<file path="src/sv/pm1_pkg.sv">
// ----------------------------------------------------------------------------
// pm1_pkg
// Shared widths and types for the p-1 factoring block.
// ----------------------------------------------------------------------------
`default_nettype none

package pm1_pkg;

    localparam int MOD_BITS   = 32;
    localparam int BOUND_BITS = 16;
    localparam int SHIFT_BITS = $clog2(MOD_BITS + 1);
    localparam int MCNT_BITS  = $clog2(MOD_BITS);
    localparam int BPOS_BITS  = $clog2(BOUND_BITS);

    typedef logic [MOD_BITS-1:0]   mod_word_t;
    typedef logic [BOUND_BITS-1:0] bound_word_t;

    typedef enum logic [7:0] {
        S_IDLE   = 8'b0000_0001,
        S_JSTART = 8'b0000_0010,
        S_BIT    = 8'b0000_0100,
        S_SQ     = 8'b0000_1000,
        S_MULGO  = 8'b0001_0000,
        S_MUL    = 8'b0010_0000,
        S_GCD    = 8'b0100_0000,
        S_DONE   = 8'b1000_0000
    } seq_state_t;

endpackage : pm1_pkg

`default_nettype wire

</file>
<file path="src/sv/pm1_modmul.sv">
// ----------------------------------------------------------------------------
// pm1_modmul
// Bit-serial modular multiplier, one multiplier bit per cycle.
// ----------------------------------------------------------------------------
`default_nettype none

module pm1_modmul
    import pm1_pkg::*;
(
    input  wire logic      clk,
    input  wire logic      rst_n,
    input  wire logic      go,
    input  wire mod_word_t x,
    input  wire mod_word_t y,
    input  wire mod_word_t m,
    output logic           fin,
    output mod_word_t      prod
);

    logic                 run_reg, run_next;
    logic [MCNT_BITS-1:0] cnt_reg, cnt_next;
    mod_word_t            acc_reg, acc_next;
    mod_word_t            x_reg, x_next;
    mod_word_t            y_reg, y_next;
    mod_word_t            m_reg, m_next;
    logic [MOD_BITS:0]    dbl;
    mod_word_t            dbl_red;
    logic [MOD_BITS:0]    sum;
    mod_word_t            sum_red;

    always_comb
    begin
        dbl     = {acc_reg, 1'b0};
        dbl_red = (dbl >= {1'b0, m_reg}) ? mod_word_t'(dbl - {1'b0, m_reg}) : dbl[MOD_BITS-1:0];
        sum     = {1'b0, dbl_red} + {1'b0, x_reg};
        if (!y_reg[MOD_BITS-1])
        begin
            sum_red = dbl_red;
        end
        else if (sum >= {1'b0, m_reg})
        begin
            sum_red = mod_word_t'(sum - {1'b0, m_reg});
        end
        else
        begin
            sum_red = sum[MOD_BITS-1:0];
        end
    end

    always_comb
    begin
        run_next = run_reg;
        cnt_next = cnt_reg;
        acc_next = acc_reg;
        x_next   = x_reg;
        y_next   = y_reg;
        m_next   = m_reg;
        fin      = 1'b0;
        if (go)
        begin
            run_next = 1'b1;
            cnt_next = MCNT_BITS'(MOD_BITS - 1);
            acc_next = '0;
            x_next   = x;
            y_next   = y;
            m_next   = m;
        end
        else if (run_reg)
        begin
            acc_next = sum_red;
            y_next   = {y_reg[MOD_BITS-2:0], 1'b0};
            cnt_next = cnt_reg - 1'b1;
            if (cnt_reg == '0)
            begin
                run_next = 1'b0;
                fin      = 1'b1;
            end
        end
    end

    assign prod = sum_red;

    always_ff @(posedge clk or negedge rst_n)
    begin
        if (!rst_n)
        begin
            run_reg <= 1'b0;
            cnt_reg <= '0;
        end
        else
        begin
            run_reg <= run_next;
            cnt_reg <= cnt_next;
        end
    end

    always_ff @(posedge clk)
    begin
        acc_reg <= acc_next;
        x_reg   <= x_next;
        y_reg   <= y_next;
        m_reg   <= m_next;
    end

endmodule : pm1_modmul

`default_nettype wire

</file>
<file path="src/sv/pm1_gcd.sv">
// ----------------------------------------------------------------------------
// pm1_gcd
// Binary greatest common divisor, one shift or subtraction per cycle.
// ----------------------------------------------------------------------------
`default_nettype none

module pm1_gcd
    import pm1_pkg::*;
(
    input  wire logic      clk,
    input  wire logic      rst_n,
    input  wire logic      go,
    input  wire mod_word_t a,
    input  wire mod_word_t b,
    output logic           fin,
    output mod_word_t      g
);

    logic                  run_reg, run_next;
    mod_word_t             u_reg, u_next;
    mod_word_t             v_reg, v_next;
    logic [SHIFT_BITS-1:0] k_reg, k_next;

    always_comb
    begin
        run_next = run_reg;
        u_next   = u_reg;
        v_next   = v_reg;
        k_next   = k_reg;
        fin      = 1'b0;
        if (go)
        begin
            run_next = 1'b1;
            u_next   = a;
            v_next   = b;
            k_next   = '0;
        end
        else if (run_reg)
        begin
            if (u_reg == '0)
            begin
                run_next = 1'b0;
                fin      = 1'b1;
            end
            else if (!u_reg[0] && !v_reg[0])
            begin
                u_next = u_reg >> 1;
                v_next = v_reg >> 1;
                k_next = k_reg + 1'b1;
            end
            else if (!u_reg[0])
            begin
                u_next = u_reg >> 1;
            end
            else if (!v_reg[0])
            begin
                v_next = v_reg >> 1;
            end
            else if (u_reg >= v_reg)
            begin
                u_next = u_reg - v_reg;
            end
            else
            begin
                v_next = v_reg - u_reg;
            end
        end
    end

    assign g = v_reg << k_reg;

    always_ff @(posedge clk or negedge rst_n)
    begin
        if (!rst_n)
        begin
            run_reg <= 1'b0;
            k_reg   <= '0;
        end
        else
        begin
            run_reg <= run_next;
            k_reg   <= k_next;
        end
    end

    always_ff @(posedge clk)
    begin
        u_reg <= u_next;
        v_reg <= v_next;
    end

endmodule : pm1_gcd

`default_nettype wire

</file>
<file path="src/sv/pollard_p_minus_1_factor.sv">
// ----------------------------------------------------------------------------
// pollard_p_minus_1_factor
// Pollard p-1 factoring with a shared serial multiplier and a binary gcd.
//
// Channel   Signals                      Direction  Handshake
// request   start, modulus, stage_limit  in         start & !busy
// result    done, found, factor,         out        done, one cycle
//           stage_hit
//
// Stage j costs about 2*log2(j) products plus a scan of the bits of j and a
// binary gcd; stages run until a hit or the bound. A zero modulus or a bound
// below two gives its result in the cycle after acceptance.
// Reset is asynchronous and returns the block to idle. Busy stays high from
// acceptance through the result cycle; the receiver cannot stall the result.
// ----------------------------------------------------------------------------
`default_nettype none

module pollard_p_minus_1_factor
    import pm1_pkg::*;
(
    input  wire logic        clk,
    input  wire logic        rst_n,
    input  wire logic        start,
    output logic             busy,
    input  wire mod_word_t   modulus,
    input  wire bound_word_t stage_limit,
    output logic             done,
    output logic             found,
    output mod_word_t        factor,
    output bound_word_t      stage_hit
);

    seq_state_t           state_reg, state_next;
    mod_word_t            n_reg, n_next;
    bound_word_t          lim_reg, lim_next;
    bound_word_t          j_reg, j_next;
    mod_word_t            a_reg, a_next;
    mod_word_t            z_reg, z_next;
    logic [BPOS_BITS-1:0] bpos_reg, bpos_next;
    logic                 seen_reg, seen_next;
    logic                 found_reg, found_next;
    mod_word_t            factor_reg, factor_next;
    bound_word_t          hit_reg, hit_next;

    logic      mul_go;
    mod_word_t mul_x;
    mod_word_t mul_y;
    logic      mul_fin;
    mod_word_t mul_p;
    logic      gcd_go;
    mod_word_t gcd_a;
    logic      gcd_fin;
    mod_word_t gcd_g;

    pm1_modmul u_mul (
        .clk  (clk),
        .rst_n(rst_n),
        .go   (mul_go),
        .x    (mul_x),
        .y    (mul_y),
        .m    (n_reg),
        .fin  (mul_fin),
        .prod (mul_p)
    );

    pm1_gcd u_gcd (
        .clk  (clk),
        .rst_n(rst_n),
        .go   (gcd_go),
        .a    (gcd_a),
        .b    (n_reg),
        .fin  (gcd_fin),
        .g    (gcd_g)
    );

    always_comb
    begin
        state_next  = state_reg;
        n_next      = n_reg;
        lim_next    = lim_reg;
        j_next      = j_reg;
        a_next      = a_reg;
        z_next      = z_reg;
        bpos_next   = bpos_reg;
        seen_next   = seen_reg;
        found_next  = found_reg;
        factor_next = factor_reg;
        hit_next    = hit_reg;
        mul_go      = 1'b0;
        mul_x       = z_reg;
        mul_y       = z_reg;
        gcd_go      = 1'b0;
        gcd_a       = (z_reg == '0) ? n_reg - 1'b1 : z_reg - 1'b1;
        case (state_reg)
            S_IDLE:
            begin
                if (start)
                begin
                    n_next      = modulus;
                    lim_next    = stage_limit;
                    j_next      = BOUND_BITS'(2);
                    a_next      = (modulus > MOD_BITS'(2)) ? MOD_BITS'(2) : '0;
                    found_next  = 1'b0;
                    factor_next = '0;
                    hit_next    = '0;
                    if (modulus == '0 || stage_limit < BOUND_BITS'(2))
                    begin
                        state_next = S_DONE;
                    end
                    else
                    begin
                        state_next = S_JSTART;
                    end
                end
            end
            S_JSTART:
            begin
                z_next     = (n_reg == MOD_BITS'(1)) ? '0 : MOD_BITS'(1);
                bpos_next  = BPOS_BITS'(BOUND_BITS - 1);
                seen_next  = 1'b0;
                state_next = S_BIT;
            end
            S_BIT:
            begin
                if (seen_reg || j_reg[bpos_reg])
                begin
                    seen_next  = 1'b1;
                    mul_go     = 1'b1;
                    state_next = S_SQ;
                end
                else
                begin
                    bpos_next = bpos_reg - 1'b1;
                end
            end
            S_SQ:
            begin
                if (mul_fin)
                begin
                    z_next = mul_p;
                    if (j_reg[bpos_reg])
                    begin
                        state_next = S_MULGO;
                    end
                    else if (bpos_reg == '0)
                    begin
                        state_next = S_GCD;
                    end
                    else
                    begin
                        bpos_next  = bpos_reg - 1'b1;
                        state_next = S_BIT;
                    end
                end
            end
            S_MULGO:
            begin
                mul_go     = 1'b1;
                mul_y      = a_reg;
                state_next = S_MUL;
            end
            S_MUL:
            begin
                if (mul_fin)
                begin
                    z_next = mul_p;
                    if (bpos_reg == '0)
                    begin
                        state_next = S_GCD;
                    end
                    else
                    begin
                        bpos_next  = bpos_reg - 1'b1;
                        state_next = S_BIT;
                    end
                end
            end
            S_GCD:
            begin
                if (!seen_reg)
                begin
                    if (gcd_fin)
                    begin
                        if (gcd_g > MOD_BITS'(1) && gcd_g < n_reg)
                        begin
                            found_next  = 1'b1;
                            factor_next = gcd_g;
                            hit_next    = j_reg;
                            state_next  = S_DONE;
                        end
                        else if (j_reg == lim_reg)
                        begin
                            state_next = S_DONE;
                        end
                        else
                        begin
                            j_next     = j_reg + 1'b1;
                            state_next = S_JSTART;
                        end
                    end
                end
                else
                begin
                    gcd_go    = 1'b1;
                    a_next    = z_reg;
                    seen_next = 1'b0;
                end
            end
            S_DONE:
            begin
                state_next = S_IDLE;
            end
            default:
            begin
                state_next = S_IDLE;
            end
        endcase
    end

    assign busy      = (state_reg != S_IDLE);
    assign done      = (state_reg == S_DONE);
    assign found     = found_reg;
    assign factor    = factor_reg;
    assign stage_hit = hit_reg;

    always_ff @(posedge clk or negedge rst_n)
    begin
        if (!rst_n)
        begin
            state_reg <= S_IDLE;
            seen_reg  <= 1'b0;
            bpos_reg  <= '0;
            j_reg     <= '0;
        end
        else
        begin
            state_reg <= state_next;
            seen_reg  <= seen_next;
            bpos_reg  <= bpos_next;
            j_reg     <= j_next;
        end
    end

    always_ff @(posedge clk)
    begin
        n_reg      <= n_next;
        lim_reg    <= lim_next;
        a_reg      <= a_next;
        z_reg      <= z_next;
        found_reg  <= found_next;
        factor_reg <= factor_next;
        hit_reg    <= hit_next;
    end

endmodule : pollard_p_minus_1_factor

`default_nettype wire

</file>
<file path="config.mk">
export PLATFORM = sky130hd
export DESIGN_NAME = pollard_p_minus_1_factor
export DESIGN_NICKNAME = d
export VERILOG_FILES = /design/src/sv/pm1_pkg.sv /design/src/sv/pm1_modmul.sv /design/src/sv/pm1_gcd.sv /design/src/sv/pollard_p_minus_1_factor.sv
export SDC_FILE = /design/constraint.sdc
export NUM_CORES = 1
export LEC_CHECK = 0
export BUFFER_PORTS_ARGS = -buffer_cell sky130_fd_sc_hd__buf_2
export CELL_PAD_IN_SITES_DETAIL_PLACEMENT = 1
export CELL_PAD_IN_SITES_GLOBAL_PLACEMENT = 2
export CORE_UTILIZATION = 37
export DETAILED_ROUTE_END_ITERATION = 6
export GPL_ROUTABILITY_DRIVEN = 0
export GPL_TIMING_DRIVEN = 0
export PLACE_DENSITY = 0.76
export SLEW_MARGIN = 25
export SYNTH_ARGS = -nofsm -noshare
export SYNTH_HDL_FRONTEND = slang
export SYNTH_SLANG_ARGS = --single-unit
export TNS_END_PERCENT = 100
</file>
<file path="constraint.sdc">
create_clock -name clk -period 7.18 [get_ports clk]
set_input_delay 0.359 -clock clk [delete_from_list [all_inputs] [get_ports clk]]
set_output_delay 0.359 -clock clk [all_outputs]
set_load 0.005 [all_outputs]
</file>
# Word-level counts from Yosys, hierarchy flattened
# Cells that the tools add are included.
# totals
ff_bits,395
inputBits,51
output_inout_bits,51
word_cells,198
# op_classes
addsub,11
magnitude_cmp,8
n_eq_ne,28
shift,1
n_mux,93
n_reduce_logical,34
# op_table
op,count
32-bit two-way mux,28
32-bit one-hot mux with 2 select lines,3
16-bit two-way mux,9
32-bit subtractor,4
32-bit logical NOT,3
8-bit two-way mux,9
33-bit by 32-bit >= comparator with 1-bit output,2
16-bit one-hot mux with 2 select lines,2
"32-bit by 1-bit subtractor with 32-bit output, second input constant",2
8-bit one-hot mux with 7 select lines,1
32-bit by 32-bit adder with 33-bit output,1
"32-bit by 1-bit equality test with 1-bit output, second input constant",1
32-bit >= comparator,1
"32-bit by 1-bit greater-than comparator with 1-bit output, second input constant",1
"32-bit by 2-bit greater-than comparator with 1-bit output, second input constant",1
32-bit < comparator,1
32-bit by 6-bit << shifter with 32-bit output,1
"2-bit != test, second input constant",13
6-bit two-way mux,4
1-bit two-way mux,22
4-bit two-way mux,5
"16-bit by 1-bit adder with 16-bit output, second input constant",1
16-bit equality test,1
"16-bit by 2-bit < comparator with 1-bit output, second input constant",1
other kinds (35),58

# Longest topological paths before layout
# Gate-level depths: netlist of run 1.
# logic_depth
ltp_word,8
ltp_mapped,38
depth_no_buf,33

# By module
# Synthesis of run 1 repeated with hierarchy kept, for this count alone.
# unflattened
hier_cells,3401
area_unflattened_um2,31408.9
# by_module_without_submodules
module,instances,cells_each,area_per_inst_um2
pm1_modmul,1,1303,11682.5
pollard_p_minus_1_factor,1,939,10395.0
pm1_gcd,1,1159,9331.4

# Worst setup path before layout of run 1
# Ideal clock, no wire load.
# synth_timing
path_kind,reg2reg
start,reg u_mul.m_reg[1]
end,reg z_reg[21] (netlist: mul_x[21]) (data pin)
arrival_ns,7.421
t_required_ns,6.925
slack_ns,-0.496
path_stages_with_launch,36
n_path_buf,4
period_less_slack_ns,7.676
path_cell_list,edfxtp_1 > inv_1 > ha_1 > nor2b_1 > o31a_1 > o21ai_0 > a211oi_1 > a21oi_1 > o211ai_1 > nand2_1 > clkbuf_1 > clkbuf_1 > o21ai_0 > ha_1 > nor2b_1 > o31a_1 > o2111ai_1 > a21oi_1 > nor3_1 > o21bai_1 > a2111o_1 > o211ai_1 > ha_1 > nand2_1 > nand2_1 > a21o_1 > a21o_1 > a21oi_1 > o21ai_0 > a211o_1 > a41o_1 > clkbuf_1 > buf_2 > mux2i_1 > a21oi_1 > and2_1
# synth_between
elab_chain_cells,8
# synth_lines
element,line_no,source
"start, declared",pm1_modmul.sv:25,"mod_word_t m_reg, m_next;"
"start signal, assigned",pm1_modmul.sv:102,m_reg <= m_next;
32-bit subtractor / 33-bit by 32-bit >= comparator with 1-bit output (equally long branches),pm1_modmul.sv:34,"dbl_red = (dbl >= {1'b0, m_reg}) ? mod_word_t'(dbl - {1'b0, m_reg}) : dbl[MOD_BITS-1:0];"
32-bit two-way mux,pm1_modmul.sv:34,
32-bit by 32-bit adder with 33-bit output,pm1_modmul.sv:35,"sum = {1'b0, dbl_red} + {1'b0, x_reg};"
32-bit subtractor / 33-bit by 32-bit >= comparator with 1-bit output (equally long branches),"pm1_modmul.sv:42, pm1_modmul.sv:40",
32-bit two-way mux,pm1_modmul.sv:40,"else if (sum >= {1'b0, m_reg})"
32-bit two-way mux (*),pm1_modmul.sv:36,if (!y_reg[MOD_BITS-1])
32-bit two-way mux (*),"pollard_p_minus_1_factor.sv:138, pollard_p_minus_1_factor.sv:164",
32-bit one-hot mux with 2 select lines (*),pollard_p_minus_1_factor.sv:94,case (state_reg)
"end signal, assigned",pollard_p_minus_1_factor.sv:249,z_reg <= z_next;
"end, declared",pollard_p_minus_1_factor.sv:38,"mod_word_t z_reg, z_next;"
# Every way passes the cells marked *; elsewhere a longest branch is shown, timed or not. The select of a mux whose other input is x is not followed.
# A chain may end at the register's enable or synchronous reset.

# Worst setup path after layout of run 1
# layout_timing
start,reg u_mul.m_reg[1]
end,reg u_mul.acc_reg[8]
# layout_between
elab_chain_cells,6
# layout_lines
element,line_no,source
32-bit subtractor / 33-bit by 32-bit >= comparator with 1-bit output (equally long branches),pm1_modmul.sv:34,
32-bit two-way mux,pm1_modmul.sv:34,
32-bit by 32-bit adder with 33-bit output,pm1_modmul.sv:35,
32-bit subtractor / 33-bit by 32-bit >= comparator with 1-bit output (equally long branches),"pm1_modmul.sv:42, pm1_modmul.sv:40",
32-bit two-way mux,pm1_modmul.sv:40,
32-bit two-way mux (*),pm1_modmul.sv:36,
"end signal, assigned",pm1_modmul.sv:99,acc_reg <= acc_next;
"end, declared",pm1_modmul.sv:22,"mod_word_t acc_reg, acc_next;"
# Every way passes the cells marked *; elsewhere a longest branch is shown, timed or not.

==> out/metrics.yaml, run 1 <==
outcome:
  outcome: "finished with violations"
  violations: "setup timing"
setup_path:
  worstPathMaxFanout: 8
  end_kind: "flip-flop"
  slowest_delay_ns: 0.49
  start_kind: "flip-flop"
  path_buf_inv: 7
  crit_arrival_ns: 8.16
  critical_path.top_delay_family: "compound AO/OA/AOI/OAI gates"
  path_class: "flip-flop to flip-flop"
  critPathSlowestCell: "nor4_4"
  required_ns: 7.67
logic_synthesis:
  yosys_warnings: 0
  synth_area_sq_um: 30020
  synth_top_area_share: 0.3211
  yosysSeqAreaShare: 0.3775
  synth_top_area_cell: "edfxtp_1"
  syn_avg_cell_area_sq_um: 9.304
  synth_edf_count: 321
  synthArstFlopShare: 0.1063
  syn-instance-count: 3227
  synthTopCellsByArea: "edfxtp_1 32%, ha_1 8.4%, xnor2_1 4.3%"
  synth_cell_types: 93
  syn_nets: 3484
  ys_seq_elements: 395
  synthFlopType: "edfxtp_1"
global_routing:
  grt_pass1_vias: 28902
  grt_max_degree: 43
  globalRoute.totalOverflow: 0
  grtUsageMet2: 0.4957
  grtUsageTotal: 0.2989
  grtUsageMet3: 0.04111
  grt-busiest-layer: "met2"
  grt_pass1_wl_microns: 185300
  grtUsageMet1: 0.3834
  antenna_found_initial: 0
worst_hold_path:
  min_path_type: "input port to flip-flop"
clock_network:
  worstSkewPairLatency_ns: 0.60
  clk_pin_slew_worst_paths_ns: 0.06
  cts_made_buffers: 47
  cts_tree: "done"
  numClockSinks: 395
  root_buffer: "clkbuf_16"
  clk_path_buf_depth: 3
  h-tree-depth: 2
drt:
  ant_nets: 0
  wirelength_microns: 125900
  drt_iter0_drc: 2236
  first_pass_iters: 5
  routed-via-count: 27903
  vias_per_cell: 6.028
  wl_per_cell_microns: 27.21
  drc: 0
pwr:
  p_switching_mw: 5.805
  p_sw_frac: 0.4183
  power_density_nw_per_um2: 376.3
  pwr-share-comb: 0.582
  clkPwrFrac: 0.186
  p_leak_nw: 14.80
  vdd_drop_max_mv: 0.2573
  intPower_mw: 8.071
  p_seq_frac: 0.232
die:
  dieHeight_microns: 286.9
  initial_utilization: 0.3733
  pin_count: 102
  rows: 104
  dieArea_sq_um: 82290
  core_sq_um: 80420
  die_width_microns: 286.9
sta:
  finalCritPeriodShare: 1.068
  rsz0062_at_grt: "true"
  period_minus_slack_ns: 7.666
  finalHoldViolCount: 0
  finalSetupTns_ns: -24.80
  finalMaxSlewViolations: 0
  maxClockFrequency_mhz: 130.4
  tightest_slew_ns: 1.122
  setup_viol: 64
  skew_ns: 0.02165
  layout_setup_ws_ns: -0.4861
  holdWs_ns: 0.04981
  slew_headroom: 0.2520
layout:
  antennaDiodeCount: 0
  area_delta_synth_final_pct: 22.81
  final_common_cell: "edfxtp_1"
  drive_gt1_frac: 0.1863
  final_cell_mix: "321 x edfxtp_1, 254 x nand2_1, 231 x nor2_1"
  layout.filler_cells: 9074
  fin_nets: 3787
place:
  dp_hpwl_microns: 97710
  portBuffers: 101
run:
  cap_viol_max_count: 0
synth_stat cells (all sizes together), types with 40 or more instances:
cell and instances:
nor3 58, nor4 41, nand3 76, a211oi 40
mux2i 86, o21ai 199, a21o 93, clkbuf 137
xor2 69, xnor2 148, nor2 240, and2 80
a221oi 50, edfxtp 321, ha 201, dfrtp 41
nand2 270, a21oi 248, mux2 48, nand4 52
inv 213
cells by family after synthesis:
logic type	count (synthesis)	synth area share
multiplexers	167	0.07235
flip-flops	395	0.3775
adder cells (fa/ha/maj)	206	0.08710
XOR/XNOR	217	0.06330
AND/OR/NAND/NOR	971	0.1565
buffers and inverters	379	0.04959
AO/OA/AOI/OAI	892	0.1937
cell type report:
cell class / instances / area [sq um] / area share
Clock inverter: 30 / 417.9 / 0.01133
Inverter: 214 / 814.5 / 0.02209
Timing Repair Buffer: 265 / 2052 / 0.05565
Buffer: 154 / 807.0 / 0.02189
Sequential cell: 395 / 11330 / 0.3074
Clock buffer: 58 / 1227 / 0.03329
Tap cell: 1060 / 1326 / 0.03597
Multi-Input combinational cell: 2453 / 18890 / 0.5124
worst register-to-register path, delay by kind of cell (launching register included):
family,cells,cell delay [ns]
flip-flops,1,0.37
AO/OA/AOI/OAI,13,2.50
buffers and inverters,7,0.98
AND/OR/NAND/NOR,11,1.90
multiplexers,2,0.58
adder cells (fa/ha/maj),4,1.21
power by group through the flow:
stage	clock network [mW]	registers [mW]	logic, mW
floorplan	0	3.11	3.57
global placement	0	3.24	4.94
detailed placement	0	3.23	5.16
CTS	2.62	3.20	6.93
global route	2.69	3.25	8.47
finish	2.58	3.22	8.07
path summary, 6_finish.rpt:
kind	startpoint	endpoint	slack, ns	depth (start not counted)
max in group asynchronous	rst_n	u_gcd.k_reg[3]$_DFFE_PN0P_	6.39	2
max reg2reg	u_mul.m_reg[1]$_DFFE_PP_	u_mul.acc_reg[8]$_SDFFE_PP0P_	-0.49	37
min	modulus[16]	n_reg[16]$_DFFE_PP_	0.05	1
min reg2reg	mul_x[20]$_SDFFCE_PP0P_	u_mul.x_reg[20]$_DFFE_PP_	0.47	0
min in group asynchronous	rst_n	u_mul.cnt_reg[1]$_DFFE_PN0P_	0.33	2
max	u_mul.m_reg[1]$_DFFE_PP_	u_mul.acc_reg[8]$_SDFFE_PP0P_	-0.49	37
timing repair:
action | CTS | global route
endpoints found under the hold margin | 79 | 0
hold buffers | 39 | 0
gates resized for setup | 256 | 130
gates cloned | 2 | 0
pin swaps | 93 | 101
endpoints found under the setup margin | 64 | 64
setup buffers | 76 | 44
per-stage QoR:
stage | total power [mW] | setup slack (ns) | area (sq um) | instances | util
final | 13.88 | -0.4861 | 36870 | 4629 | 0.4585
after global routing | 14.40 | -0.6703 | 36870 | 4629 | 0.4585
after CTS | 12.75 | -0.2713 | 35970 | 4587 | 0.4473
after detailed placement | 8.393 | -3.397 | 32080 | 4394 | 0.3989
after global placement | 8.183 | -3.725 | 31870 | 4388 | 0.3963
after floorplan | 6.676 | 0.02330 | 30040 | 3227 | -
metal layers:
metal / vias up / part of all wire / wire length, microns
met5: - / 0 / 0
met4: 0 / 0.055 / 6983
met3: 293 / 0.058 / 7297
met2: 1024 / 0.47 / 59260
met1: 14086 / 0.42 / 52400
li1: 12500 / - / -
Power figures use the tool's default switching activity.
==> run 2: changes to the inputs <==
--- a/config.mk
+++ b/config.mk
@@ -8,11 +8,11 @@
 export BUFFER_PORTS_ARGS = -buffer_cell sky130_fd_sc_hd__buf_2
 export CELL_PAD_IN_SITES_DETAIL_PLACEMENT = 1
 export CELL_PAD_IN_SITES_GLOBAL_PLACEMENT = 2
-export CORE_UTILIZATION = 37
+export CORE_UTILIZATION = 41
 export DETAILED_ROUTE_END_ITERATION = 6
 export GPL_ROUTABILITY_DRIVEN = 0
 export GPL_TIMING_DRIVEN = 0
-export PLACE_DENSITY = 0.76
+export PLACE_DENSITY = 0.8
 export SLEW_MARGIN = 25
 export SYNTH_ARGS = -nofsm -noshare
 export SYNTH_HDL_FRONTEND = slang
==> constraint.sdc (replaced) <==
create_clock -name clk -period 8 [get_ports clk]
set_input_delay 0.4 -clock clk [delete_from_list [all_inputs] [get_ports clk]]
set_output_delay 0.4 -clock clk [all_outputs]
set_load 0.005 [all_outputs]
==> run 2 against run 1 <==
The flow now finishes without violations; die area fell by 9.7%; final cell count fell by 3.6%; highest routed layer is now met5; critical path depth fell by 4; clock power fell by 14%; setup slack improved by 0.61 ns; register-to-register slack improved by 0.61 ns.
==> out/metrics.yaml, run 2 (synthesis gave the netlist of run 1 again) <==
die:
  rows: 98
  dieHeight_microns: 272.6
  die_width_microns: 272.6
  core_sq_um: 71980
  dieArea_sq_um: 74310
  initial_utilization: 0.4171
  pin_count: 102
drt:
  wl_per_cell_microns: 27.97
  drt_iter0_drc: 2393
  ant_nets: 0
  first_pass_iters: 7
  drc: 0
  vias_per_cell: 6.211
  routed-via-count: 27707
  wirelength_microns: 124800
place:
  portBuffers: 101
  dpl_cell_area_sq_um: 31920
  dp_hpwl_microns: 97190
global_routing:
  grtUsageTotal: 0.3279
  grt_pass1_vias: 28438
  globalRoute.totalOverflow: 0
  grt_pass1_wl_microns: 183200
  antenna_found_initial: 3
  grt_max_degree: 45
pwr:
  p_seq_frac: 0.263
  p_switching_mw: 4.711
  p_leak_nw: 14.29
  p_sw_frac: 0.4288
  clkPwrFrac: 0.202
  finalPower_mw: 10.99
  pwr-share-comb: 0.535
  power_density_nw_per_um2: 311.1
  vdd_drop_max_mv: 0.2133
  intPower_mw: 6.275
run:
  cap_viol_max_count: 0
setup_path:
  slowest_delay_ns: 0.46
  crit_path_frequent_cell: "ha_1"
  critPathSlowestCell: "dfxtp_1"
  cp-startpoint: "u_mul.acc_reg[0]$_SDFFE_PP0P_"
  required_ns: 8.33
  end_kind: "flip-flop"
  worstPathMaxFanout: 5
  start_kind: "flip-flop"
  worstReg2RegStart: "u_mul.acc_reg[0]$_SDFFE_PP0P_"
  path_class: "flip-flop to flip-flop"
  crit_arrival_ns: 8.20
outcome:
  outcome: "complete, no violations"
clock_network:
  h-tree-depth: 2
  clk_path_buf_depth: 3
  root_buffer: "clkbuf_16"
  worstSkewPairLatency_ns: 0.63
  cts_tree: "done"
  numClockSinks: 395
  clk_pin_slew_worst_paths_ns: 0.06
  cts_made_buffers: 47
sta:
  finalHoldViolCount: 0
  period_minus_slack_ns: 7.871
  tightest_slew_ns: 1.127
  slew_headroom: 0.2488
  finalMaxSlewViolations: 0
  maxClockFrequency_mhz: 127.0
  finalCritPeriodShare: 0.9839
  setup_viol: 0
  skew_ns: 0.02204
  finalSetupTns_ns: 0
layout:
  final_common_cell: "edfxtp_1"
  area_delta_synth_final_pct: 17.62
  drive_gt1_frac: 0.1496
  fin_area_sq_um: 35310
  final_cell_mix: "321 x edfxtp_1, 263 x nand2_1, 236 x nor2_1"
  fin_nets: 3728
worst_hold_path:
  hp-start: "modulus[16]"
  min_path_type: "input port to flip-flop"
run 2: cell count changes in the layout (fill, tap and decap cells not counted), moves of 9 or more:
cell	change
buf_4	-47
buf_6	-9
ha_1	+15
ha_4	-21
inv_1	+14
inv_2	-12
mux2_2	+9
mux2_4	-9
mux2i_4	-11
nand2_1	+9
o21ai_0	+14
run 2: worst paths after layout:
check                      cells after the start  slack, ns                           end
max in group asynchronous                      2       7.18  u_mul.cnt_reg[0]$_DFFE_PN0P_
min                                            1       0.02           n_reg[16]$_DFFE_PP_
max reg2reg                                   33       0.13       mul_x[31]$_SDFFCE_PP0P_
min reg2reg                                    0       0.47     u_mul.x_reg[20]$_DFFE_PP_
max                                           33       0.13       mul_x[31]$_SDFFCE_PP0P_
min in group asynchronous                      2       0.36          j_reg[7]$_DFFE_PN0P_
run 2: through the flow:
step	std cells	hold slack (ns)	worst slack, ns	utilization
global route	4461	0.009477	-0.07665	0.4906
detailed placement	4284	0.4423	-3.756	0.4435
finish	4461	0.02311	0.1285	0.4906
global placement	4278	0.4438	-3.777	0.4407
floorplan	3227	0.1044	0.3240	-
CTS	4432	0.002222	0.01330	0.4804
run 2: area by class of cell:
| cell class | count | area [sq um] |
|---|---|---|
| antenna | 1 | 2.502 |
| buffer | 156 | 768.2 |
| clock buffer | 53 | 1239 |
| clock inverter | 35 | 319.1 |
| fill | 8093 | 36660 |
| inverter | 214 | 808.3 |
| multi-input combinational | 2453 | 18140 |
| sequential | 395 | 11330 |
| tap | 950 | 1189 |
| timing repair buffer | 204 | 1519 |
run 2: worst max-delay path: cells and delay by family, from the launching register on:
kind | cells | cell delay (ns)
xor+xnor | 1 | 0.18
mux | 3 | 0.73
buf+inv | 6 | 0.80
simple gates | 5 | 0.86
fa+ha+maj | 3 | 0.93
flops | 1 | 0.46
compound gates | 15 | 3.59
run 2: power groups by stage:
stage                     Combinational (mW)  Sequential (mW)  Clock (mW)
final                                   5.88             2.89        2.22
after global routing                    6.22             2.90        2.31
after detailed placement                4.58             2.91           0
after CTS                               5.13             2.87        2.24
after global placement                  4.38             2.92           0
after floorplan                         3.19             2.79           0
run 2: metal layers:
metal | vias to the layer above | share of wire | global-route usage
met4 | 2 | 0.051 | 0.1461
met2 | 1039 | 0.48 | 0.5601
met3 | 293 | 0.056 | 0.03963
met1 | 13971 | 0.41 | 0.4150
li1 | 12402 | - | -
met5 | - | 0.000048 | 0
run 2: repair_timing:
item	in CTS	in global routing
gates cloned	0	3
setup endpoints to repair	64	64
setup buffers	26	28
hold buffers	40	0
pin swaps	28	44
endpoints found under the hold margin	80	0
resized for setup	117	106
